===== src/tcw_pkg.sv =====
// Shared types and constants for the text console writer.
// Holds command codes, state and control encodings, and the
// controller/datapath command and status structs. No dependencies.
`default_nettype none

package tcw_pkg;

    // Default screen geometry
    localparam int DEF_COLUMNS = 80;
    localparam int DEF_ROWS    = 25;

    // Field widths
    localparam int CMD_W     = 2;
    localparam int POS_W     = 11;
    localparam int CHAR_W    = 8;
    localparam int ATTR_W    = 8;
    localparam int CELL_W    = CHAR_W + ATTR_W;
    localparam int CFG_IDX_W = 1;

    // Character codes
    localparam logic [CHAR_W-1:0] CH_BLANK      = 8'h20;
    localparam logic [CHAR_W-1:0] CH_PRINT_LOW  = 8'h20;
    localparam logic [CHAR_W-1:0] CH_PRINT_HIGH = 8'h7e;
    localparam logic [CHAR_W-1:0] CH_NEWLINE    = 8'h0a;
    localparam logic [CHAR_W-1:0] CH_BACKSPACE  = 8'h08;
    localparam logic [CHAR_W-1:0] CH_TAB        = 8'h09;

    // Attribute reset values
    localparam logic [ATTR_W-1:0] RESET_CELL_ATTR    = 8'h0f;
    localparam logic [ATTR_W-1:0] RESET_DEFAULT_ATTR = 8'h07;
    localparam logic [ATTR_W-1:0] RESET_FILL_ATTR    = 8'h0f;

    typedef enum logic [CMD_W-1:0] {
        CMD_PUT,
        CMD_CLEAR,
        CMD_SET_CURSOR,
        CMD_READ
    } t_cmd;

    typedef enum logic [CFG_IDX_W-1:0] {
        CFG_DEFAULT_ATTR,
        CFG_FILL_ATTR
    } t_cfg_reg;

    typedef enum logic [3:0] {
        S_INIT,
        S_IDLE,
        S_DECODE,
        S_NEWLINE,
        S_BS_RD,
        S_BS_WR,
        S_PUT_WR,
        S_READ_WAIT,
        S_CLEAR,
        S_FINISH,
        S_SCR_PRIME,
        S_SCR_COPY,
        S_SCR_FILL,
        S_EMIT
    } t_state;

    // Position update
    typedef enum logic [1:0] {
        AT_HOLD,
        AT_INC,
        AT_DEC,
        AT_NEWLINE
    } t_at_op;

    // Memory read address select
    typedef enum logic [2:0] {
        RD_NONE,
        RD_AT,
        RD_POS,
        RD_COPY,
        RD_COPY_NEXT
    } t_rd;

    // Memory write source select
    typedef enum logic [2:0] {
        WR_NONE,
        WR_PUT,
        WR_PUT_KEEP,
        WR_BLANK_KEEP,
        WR_SWEEP_BLANK,
        WR_COPY,
        WR_FILL
    } t_wr;

    // Cursor update
    typedef enum logic [1:0] {
        CUR_HOLD,
        CUR_ZERO,
        CUR_SET,
        CUR_MOVE
    } t_cur_op;

    typedef struct packed {
        logic    load;
        logic    div_init;
        t_at_op  at_op;
        t_rd     rd;
        t_wr     wr;
        logic    sweep_inc;
        t_cur_op cur_op;
        logic    capture;
        logic    emit;
    } t_ctl;

    typedef struct packed {
        t_cmd cmd;
        logic is_newline;
        logic is_backspace;
        logic is_printable;
        logic at_zero;
        logic at_on_screen;
        logic attr_zero;
        logic move;
        logic pos_on_screen;
        logic sweep_last;
        logic sweep_last_copy;
    } t_status;

endpackage

`default_nettype wire


===== src/tcw_ctrl.sv =====
// Controller state machine for the text console writer.
// Sequences each command through the datapath; uses tcw_pkg.
`default_nettype none

module tcw_ctrl (
    input  wire logic             i_clk,
    input  wire logic             i_rst_n,
    input  wire logic             i_start,
    input  wire tcw_pkg::t_status i_status,
    output tcw_pkg::t_ctl         o_ctl,
    output logic                  o_busy
);

    import tcw_pkg::*;

    t_state r_state;
    t_state n_state;

    // State register
    always_ff @(posedge i_clk) begin
        if (!i_rst_n) begin
            r_state <= S_INIT;
        end else begin
            r_state <= n_state;
        end
    end

    // Next state
    always_comb begin
        n_state = r_state;
        case (r_state)
            S_INIT: begin
                if (i_status.sweep_last) n_state = S_IDLE;
            end
            S_IDLE: begin
                if (i_start) n_state = S_DECODE;
            end
            S_DECODE: begin
                case (i_status.cmd)
                    CMD_PUT: begin
                        if (i_status.is_newline) begin
                            n_state = S_NEWLINE;
                        end else if (i_status.is_backspace) begin
                            n_state = i_status.at_zero ? S_FINISH : S_BS_RD;
                        end else if (i_status.is_printable && i_status.at_on_screen
                                     && i_status.attr_zero) begin
                            n_state = S_PUT_WR;
                        end else begin
                            n_state = S_FINISH;
                        end
                    end
                    CMD_CLEAR:      n_state = S_CLEAR;
                    CMD_SET_CURSOR: n_state = S_EMIT;
                    CMD_READ:       n_state = i_status.pos_on_screen ? S_READ_WAIT : S_EMIT;
                    default:        n_state = S_EMIT;
                endcase
            end
            S_NEWLINE:   n_state = S_FINISH;
            S_BS_RD:     n_state = i_status.at_on_screen ? S_BS_WR : S_FINISH;
            S_BS_WR:     n_state = S_FINISH;
            S_PUT_WR:    n_state = S_FINISH;
            S_READ_WAIT: n_state = S_EMIT;
            S_CLEAR: begin
                if (i_status.sweep_last) n_state = S_EMIT;
            end
            S_FINISH: begin
                if (i_status.move && !i_status.at_on_screen) begin
                    n_state = S_SCR_PRIME;
                end else begin
                    n_state = S_EMIT;
                end
            end
            S_SCR_PRIME: n_state = S_SCR_COPY;
            S_SCR_COPY: begin
                if (i_status.sweep_last_copy) n_state = S_SCR_FILL;
            end
            S_SCR_FILL: begin
                if (i_status.sweep_last) n_state = S_EMIT;
            end
            S_EMIT:  n_state = S_IDLE;
            default: n_state = S_IDLE;
        endcase
    end

    // Datapath commands
    always_comb begin
        o_ctl.load      = 1'b0;
        o_ctl.div_init  = 1'b0;
        o_ctl.at_op     = AT_HOLD;
        o_ctl.rd        = RD_NONE;
        o_ctl.wr        = WR_NONE;
        o_ctl.sweep_inc = 1'b0;
        o_ctl.cur_op    = CUR_HOLD;
        o_ctl.capture   = 1'b0;
        o_ctl.emit      = 1'b0;
        case (r_state)
            S_INIT: begin
                o_ctl.wr        = WR_SWEEP_BLANK;
                o_ctl.sweep_inc = 1'b1;
            end
            S_IDLE: begin
                o_ctl.load = i_start;
            end
            S_DECODE: begin
                case (i_status.cmd)
                    CMD_PUT: begin
                        if (i_status.is_newline) begin
                            o_ctl.div_init = 1'b1;
                        end else if (i_status.is_backspace) begin
                            if (!i_status.at_zero) o_ctl.at_op = AT_DEC;
                        end else if (i_status.is_printable) begin
                            if (!i_status.at_on_screen) begin
                                o_ctl.at_op = AT_INC;
                            end else if (!i_status.attr_zero) begin
                                o_ctl.wr    = WR_PUT;
                                o_ctl.at_op = AT_INC;
                            end else begin
                                o_ctl.rd = RD_AT;
                            end
                        end
                    end
                    CMD_CLEAR:      o_ctl.cur_op = CUR_ZERO;
                    CMD_SET_CURSOR: o_ctl.cur_op = CUR_SET;
                    CMD_READ: begin
                        if (i_status.pos_on_screen) o_ctl.rd = RD_POS;
                    end
                    default: o_ctl.cur_op = CUR_HOLD;
                endcase
            end
            S_NEWLINE: begin
                o_ctl.at_op = AT_NEWLINE;
            end
            S_BS_RD: begin
                if (i_status.at_on_screen) o_ctl.rd = RD_AT;
            end
            S_BS_WR: begin
                o_ctl.wr = WR_BLANK_KEEP;
            end
            S_PUT_WR: begin
                o_ctl.wr    = WR_PUT_KEEP;
                o_ctl.at_op = AT_INC;
            end
            S_READ_WAIT: begin
                o_ctl.capture = 1'b1;
            end
            S_CLEAR: begin
                o_ctl.wr        = WR_SWEEP_BLANK;
                o_ctl.sweep_inc = 1'b1;
            end
            S_FINISH: begin
                if (i_status.move) o_ctl.cur_op = CUR_MOVE;
            end
            S_SCR_PRIME: begin
                o_ctl.rd = RD_COPY;
            end
            S_SCR_COPY: begin
                o_ctl.wr        = WR_COPY;
                o_ctl.rd        = i_status.sweep_last_copy ? RD_NONE : RD_COPY_NEXT;
                o_ctl.sweep_inc = 1'b1;
            end
            S_SCR_FILL: begin
                o_ctl.wr        = WR_FILL;
                o_ctl.sweep_inc = 1'b1;
            end
            S_EMIT: begin
                o_ctl.emit = 1'b1;
            end
            default: o_ctl.emit = 1'b0;
        endcase
    end

    assign o_busy = (r_state != S_IDLE);

endmodule

`default_nettype wire


===== config.mk =====
export PLATFORM = sky130hd
export DESIGN_NAME = tcw_ctrl
export DESIGN_NICKNAME = d
export VERILOG_FILES = /design/src/tcw_pkg.sv /design/src/tcw_ctrl.sv
export SDC_FILE = /design/constraint.sdc
export NUM_CORES = 1
export LEC_CHECK = 0
export ABC_AREA = 1
export BUFFER_PORTS_ARGS = -buffer_cell sky130_fd_sc_hd__buf_2
export CAP_MARGIN = 20
export CELL_PAD_IN_SITES_DETAIL_PLACEMENT = 2
export CELL_PAD_IN_SITES_GLOBAL_PLACEMENT = 2
export CORE_MARGIN = 1.5
export CORE_UTILIZATION = 24
export DETAILED_ROUTE_END_ITERATION = 10
export PLACE_DENSITY_LB_ADDON = 0.1
export RECOVER_POWER = 50
export SLEW_MARGIN = 20
export SYNTH_ARGS = -nofsm -noshare
export SYNTH_HDL_FRONTEND = slang
export SYNTH_SLANG_ARGS = --single-unit

===== constraint.sdc =====
create_clock -name i_clk -period 2.4 [get_ports i_clk]
set_clock_uncertainty 0.1 [all_clocks]
set_input_delay 0.48 -clock i_clk [delete_from_list [all_inputs] [get_ports i_clk]]
set_output_delay 0.48 -clock i_clk [all_outputs]
set_load 0.02 [all_outputs]

==> results.md, run 1 <==
- Total of max-cap violations: 0
- Synthesized cell area: 752.0 sq um
- Worst Tran Pin Value: 307.4 ps
- CP max stage delay: 390 ps
- Share of cells above drive strength 1: 27.81%
- Status: completed
- I/O pins: 31
- Chip height: 58.98 microns
- Most frequent cells in the layout: nand2_1 (44), buf_2 (26), nor2_1 (18)
- CTS tree: built
- Post-Synth Simple-Gate Area: 53.74%
- Post-DRT Antenna Nets: 0
- Largest regs: r_state: 4 flops
- Cells after Synth: 136
- Via Count: 980
- Worst-Skew Late Latency: 230 ps
- Vias in the first global route: 1001
- Worst rel slew slack: 79.48%
- Syn avg cell area: 5.529 sq um
- Unique masters post-synth: 22
- Period utilization: 89.97%
- PwrDens: 908.0 nW/um^2
- Finished Cell Area: 955.9 sq um
- CP max-delay cell: dfxtp_1
- Routed wire length: 2694 microns
- IO buf count: 30
- Final hold violations: 0
- Startpoint types: flip-flop
- Residual DRC: 0
- CTS max path bufs: 2
- Dpl cell area: 943.4 sq um
- Sequential-to-total area share from yosys stat: 10.65%
- Avg Vias per Cell: 4.851
- Antenna Cells: 0
- Per-cell routed wire length: 13.34 microns
- RSZ-0062 raised after global routing: false
- # clock sinks: 4
- Synth Warn #: 0
- Filler cell count in the final layout: 409
- TNS Setup: 0 ps
- Worst-path fanout max: 6
- Final setup violation count: 0
- # rows: 20
- Setup Buffers After CTS: 0
- CP dominant cell by count: nor2_4
- H-tree depth: 1
- DP HPWL: 2412 microns
- Adder-cell share of the synthesized area: 11.65%
- CP endpoint kind: output port
- Hold-fix buffers, CTS: 0
- Area growth syn-to-layout: 27.12%
- Core area: 3003 sq um
- Die area: 3478 sq um
- Critical Path AT: 1580 ps
- Post-synthesis xor/xnor area fraction: 0%
- Global placement routability congestion: 0.7743
- Core Util, Final: 31.83%
- Final hold slack: 428.9 ps
- Seq cells post-synth: 4
- Largest net degree at the start of global routing: 7
- Leak: 0.5864 nW
- Syn Nets: 158
- Clock Tree Root: clkbuf_4
- Final min period: 2159 ps
- Worst path required time: 1820 ps
- Fin. max-slew vios: 0
- Bufs and invs on worst path: 2
- Nets@finish: 193
- CP cell instances: nor2_4 > inv_2 > nor2_4 > nand2_4 > nor3_1 > nand3b_1 > buf_2
- First-pass GRT wire length: 4602 microns
- Max VDD drop: 0.2871 mV
- Antenna violations before repair: 0
- Initial Util: 25.04%
- Most common cell after layout, fill and taps aside: nand2_1
- Most flops, register: r_state
- Synth Area in Compound Gates: 11.48%
- TritonRoute pass-1 iters: 4
- Fmax: 463.1 MHz
- Class of the worst hold path: in -> reg
- Largest register FFs: 4
- Grt ovf: 0
- Main combinational cell family by area after synthesis: simple AND/OR/NAND/NOR gates
- Chip width: 58.98 microns
- Mux contribution to synthesized area: 0%
- Clock slew at reported path FFs: 40 ps
- Initial DRC Count: 31
- GRT Total Usage: 17.09%
- CP delay by family, top: simple AND/OR/NAND/NOR gates
- Kind of critical path: reg -> out
- Num CTS Buffers: 3
## cells in the mapped netlist
cell type / number / share of area [%]
nand2_1: 43 / 21
nand3_2: 1 / 1.3
o41ai_1: 1 / 1.2
o311ai_2: 1 / 2.2
inv_1: 15 / 7.5
nand2_2: 2 / 1.7
a21oi_1: 2 / 1.3
nor2_1: 17 / 8.5
o21ai_1: 2 / 1.3
o211ai_1: 1 / 1.0
nor4_2: 1 / 1.7
dfxtp_1: 4 / 11
nor3_1: 5 / 3.3
nand3b_1: 2 / 2.0
nand2_4: 1 / 1.5
a21oi_2: 1 / 1.2
ha_1: 7 / 12
nand3_1: 9 / 6.0
nor2_2: 4 / 3.3
nor2_4: 2 / 3.0
o21ai_0: 5 / 3.3
inv_2: 10 / 5.0
## path summary, 6_finish.rpt
path                                         startpoint  slack (ps)                      end  cells past startpoint
worst min-delay path                            i_rst_n         430  r_state[0]$_SDFFE_PN0P_                      3
worst max-delay path            r_state[2]$_SDFFE_PN0P_         240                 o_ctl[8]                      7
worst max register to register  r_state[2]$_SDFFE_PN0P_         710  r_state[0]$_SDFFE_PN0P_                      9
worst min register to register  r_state[2]$_SDFFE_PN0P_         540  r_state[2]$_SDFFE_PN0P_                      2
## area by class of cell
class / instances / area, sq um / share of cell area (%)
Multi-Input combinational cell: 107 / 573.1 / 59.95
Timing Repair Buffer: 30 / 145.1 / 15.18
Inverter: 25 / 93.84 / 9.817
Sequential cell: 4 / 80.08 / 8.377
Tap cell: 33 / 41.29 / 4.319
Clock buffer: 3 / 22.52 / 2.356
## power by group
| group | internal, mW | leakage (nW) | total (mW) | switching [mW] |
|---|---|---|---|---|
| Combinational | 0.192 | 0.540 | 0.648 | 0.456 |
| Sequential | 0.0945 | 0.0327 | 0.139 | 0.0440 |
| Clock | 0.0558 | 0.0138 | 0.0814 | 0.0256 |
## logic make-up (layout without fill, tap and decap cells)
family          count (synthesis)  after routing
simple gates                   87             87
buf+inv                        25             58
compound gates                 13             13
fa+ha+maj                       7              7
flops                           4              4
## metrics by stage
| stage | setup slack [ps] | power, mW | std cells |
|---|---|---|---|
| after floorplan | 138.7 | 0.5945 | 136 |
| after global placement | 274.0 | 0.7713 | 199 |
| after detailed placement | 250.2 | 0.8017 | 199 |
| after CTS | 114.2 | 0.8897 | 202 |
| after global routing | 61.96 | 0.9678 | 202 |
| final | 240.7 | 0.8680 | 202 |
## what timing repair did
action,4_1_cts,5_1_grt
resized for setup,0,1
hold endpoints to repair,0,0
endpoints found under the setup margin,0,3
## metal layers
layer  global-route usage, %  share of wire, %  vias to the layer above
met2                   30.48                49                       21
met3                   1.965               3.6                        0
li1                        -                 -                      493
met5                       0                 0                        -
met4                  0.9740                 0                        0
met1                   23.11                47                      466
## tightest hold or removal path, delay by kind of cell
kind            cells  cell delay, ps
compound gates      1              80
buf+inv             1             100
simple gates        1              50
Power figures use the tool's default switching activity.
==> run 2, diff against run 1 <==
--- a/config.mk
+++ b/config.mk
@@ -13,8 +13,9 @@
 export CORE_MARGIN = 1.5
 export CORE_UTILIZATION = 24
 export DETAILED_ROUTE_END_ITERATION = 10
+export MAX_ROUTING_LAYER = met4
 export PLACE_DENSITY_LB_ADDON = 0.1
-export RECOVER_POWER = 50
+export RECOVER_POWER = 25
 export SLEW_MARGIN = 20
 export SYNTH_ARGS = -nofsm -noshare
 export SYNTH_HDL_FRONTEND = slang
==> results.md, run 2 (same netlist as run 1, synthesis figures left out) <==
- Worst-Skew Late Latency: 230 ps
- Final setup violation count: 0
- FF-to-FF path depth: 9
- GRT Total Usage: 17.59%
- Worst setup path end: o_ctl[8]
- Leak: 0.5971 nW
- IO buf count: 30
- Area growth syn-to-layout: 28.62%
- Kind of critical path: reg -> out
- Nets@finish: 193
- Antenna violations before repair: 0
- Hold-fix buffers, CTS: 0
- Status: completed
- Final hold violations: 0
- Initial DRC Count: 25
- Chip height: 58.98 microns
- Worst Tran Pin Value: 326.8 ps
- I/O pins: 31
- CP endpoint kind: output port
- Per-cell routed wire length: 13.33 microns
- Initial Util: 25.04%
- Clock Tree Root: clkbuf_4
- Routed wire length: 2692 microns
- Core area: 3003 sq um
- First-pass GRT wire length: 4602 microns
- Bufs and invs on worst path: 2
- Most frequent cells in the layout: nand2_1 (43), buf_2 (29), nor2_1 (18)
- # clock sinks: 4
- Global placement routability congestion: 0.7848
- Via Count: 980
- Startpoint types: flip-flop
- CTS tree: built
- TNS Setup: 0 ps
- CP delay by family, top: simple AND/OR/NAND/NOR gates
- Class of the worst hold path: in -> reg
- Avg Vias per Cell: 4.851
- Max VDD drop: 0.2896 mV
- PwrDens: 908.4 nW/um^2
- CP cell instances: nor2_4 > inv_2 > nor2_4 > nand2_4 > nor3_1 > nand3b_1 > buf_2
- Largest register FFs: 4
- CP max-delay cell: dfxtp_1
- Fin. max-slew vios: 0
- Worst path required time: 1820 ps
- Reg2Reg Setup Slack: 750 ps
- Antenna Cells: 0
- Filler cell count in the final layout: 408
- Most common cell after layout, fill and taps aside: nand2_1
- Grt ovf: 0
- Largest regs: r_state: 4 flops
- CP max stage delay: 390 ps
- Critical path startpoint: r_state[2]$_SDFFE_PN0P_
- Worst-path fanout max: 6
- Final worst setup slack: 230.5 ps
- DP HPWL: 2412 microns
- Place WS: 250.2 ps
- Residual DRC: 0
- Clock slew at reported path FFs: 40 ps
- FF+latch area: 80.08 sq um
- CTS max path bufs: 2
- Critical Path AT: 1590 ps
- Critical path depth: 7
- Multi-input gate area: 580.6 sq um
- Num CTS Buffers: 3
- Total of max-cap violations: 0
- CP dominant cell by count: nor2_4
- Vias in the first global route: 997
- Largest net degree at the start of global routing: 7
- Reg2Reg Capture Point: r_state[0]$_SDFFE_PN0P_
- Most flops, register: r_state
- Fmax: 460.9 MHz
- TritonRoute pass-1 iters: 4
- # rows: 20
- Final min period: 2170 ps
- Share of cells above drive strength 1: 30.77%
- Period utilization: 90.40%
- Post-DRT Antenna Nets: 0
- R2r startpoint: r_state[2]$_SDFFE_PN0P_
- Final hold slack: 428.9 ps
- RSZ-0062 raised after global routing: false
- H-tree depth: 1
- Chip width: 58.98 microns
- Worst rel slew slack: 78.18%
- Die area: 3478 sq um
-- run 2: area by class of cell --
type,instances,share of cell area [%]
multi-input combinational,107,60.03
timing repair buffer,30,15.39
inverter,25,9.702
sequential,4,8.279
tap,33,4.269
clock buffer,3,2.329
-- run 2: stage by stage --
step | utilization (%) | std cells | power [mW] | instance area [sq um]
2_1_floorplan | - | 136 | 0.5945 | 752.0
3_3_place_gp | 31.42 | 199 | 0.7713 | 943.4
3_5_place_dp | 31.42 | 199 | 0.8017 | 943.4
4_1_cts | 32.17 | 202 | 0.8897 | 965.9
5_1_grt | 32.21 | 202 | 0.9809 | 967.2
6_report | 32.21 | 202 | 0.8786 | 967.2
-- run 2: power by group --
| part | switching [mW] | internal, mW |
|---|---|---|
| Sequential | 0.0448 | 0.0945 |
| Clock | 0.0256 | 0.0558 |
| Combinational | 0.458 | 0.200 |
| Total | 0.529 | 0.350 |
-- run 2: worst min-delay path by stage --
stage / start / end / slack [ps] / cells after the start
finish: i_rst_n / r_state[0]$_SDFFE_PN0P_ / 430 / 3
CTS: i_rst_n / r_state[0]$_SDFFE_PN0P_ / 430 / 3
floorplan: r_state[2]$_SDFFE_PN0P_ / r_state[2]$_SDFFE_PN0P_ / 440 / 2
detailed placement: r_state[2]$_SDFFE_PN0P_ / r_state[2]$_SDFFE_PN0P_ / 520 / 2
global route: i_rst_n / r_state[0]$_SDFFE_PN0P_ / 440 / 3
global placement: r_state[2]$_SDFFE_PN0P_ / r_state[2]$_SDFFE_PN0P_ / 480 / 2
-- run 2: worst reg2reg max path, cell delays in order, from the launching register on --
cell and delay, ps:
dfxtp_1 500, clkinv_1 110, nand2_1 150, inv_1 100, nand2_1 170, nand2_1 80, nor2_1 90, nand3_1 100
nor2_1 100, nor2_1 50
-- run 2: timing repair --
item / CTS / global route
endpoints found under the setup margin: 0 / 3
setup buffers: 0 / 0
resized for setup: 0 / 1
-- run 2: per-layer routing --
layer | track usage [%] | up-vias | share of wire [%]
li1 | - | 493 | -
met1 | 23.11 | 466 | 48
met2 | 30.48 | 21 | 49
met3 | 1.965 | 0 | 3.2
met4 | 0.9740 | 0 | 0
met5 | - | - | 0
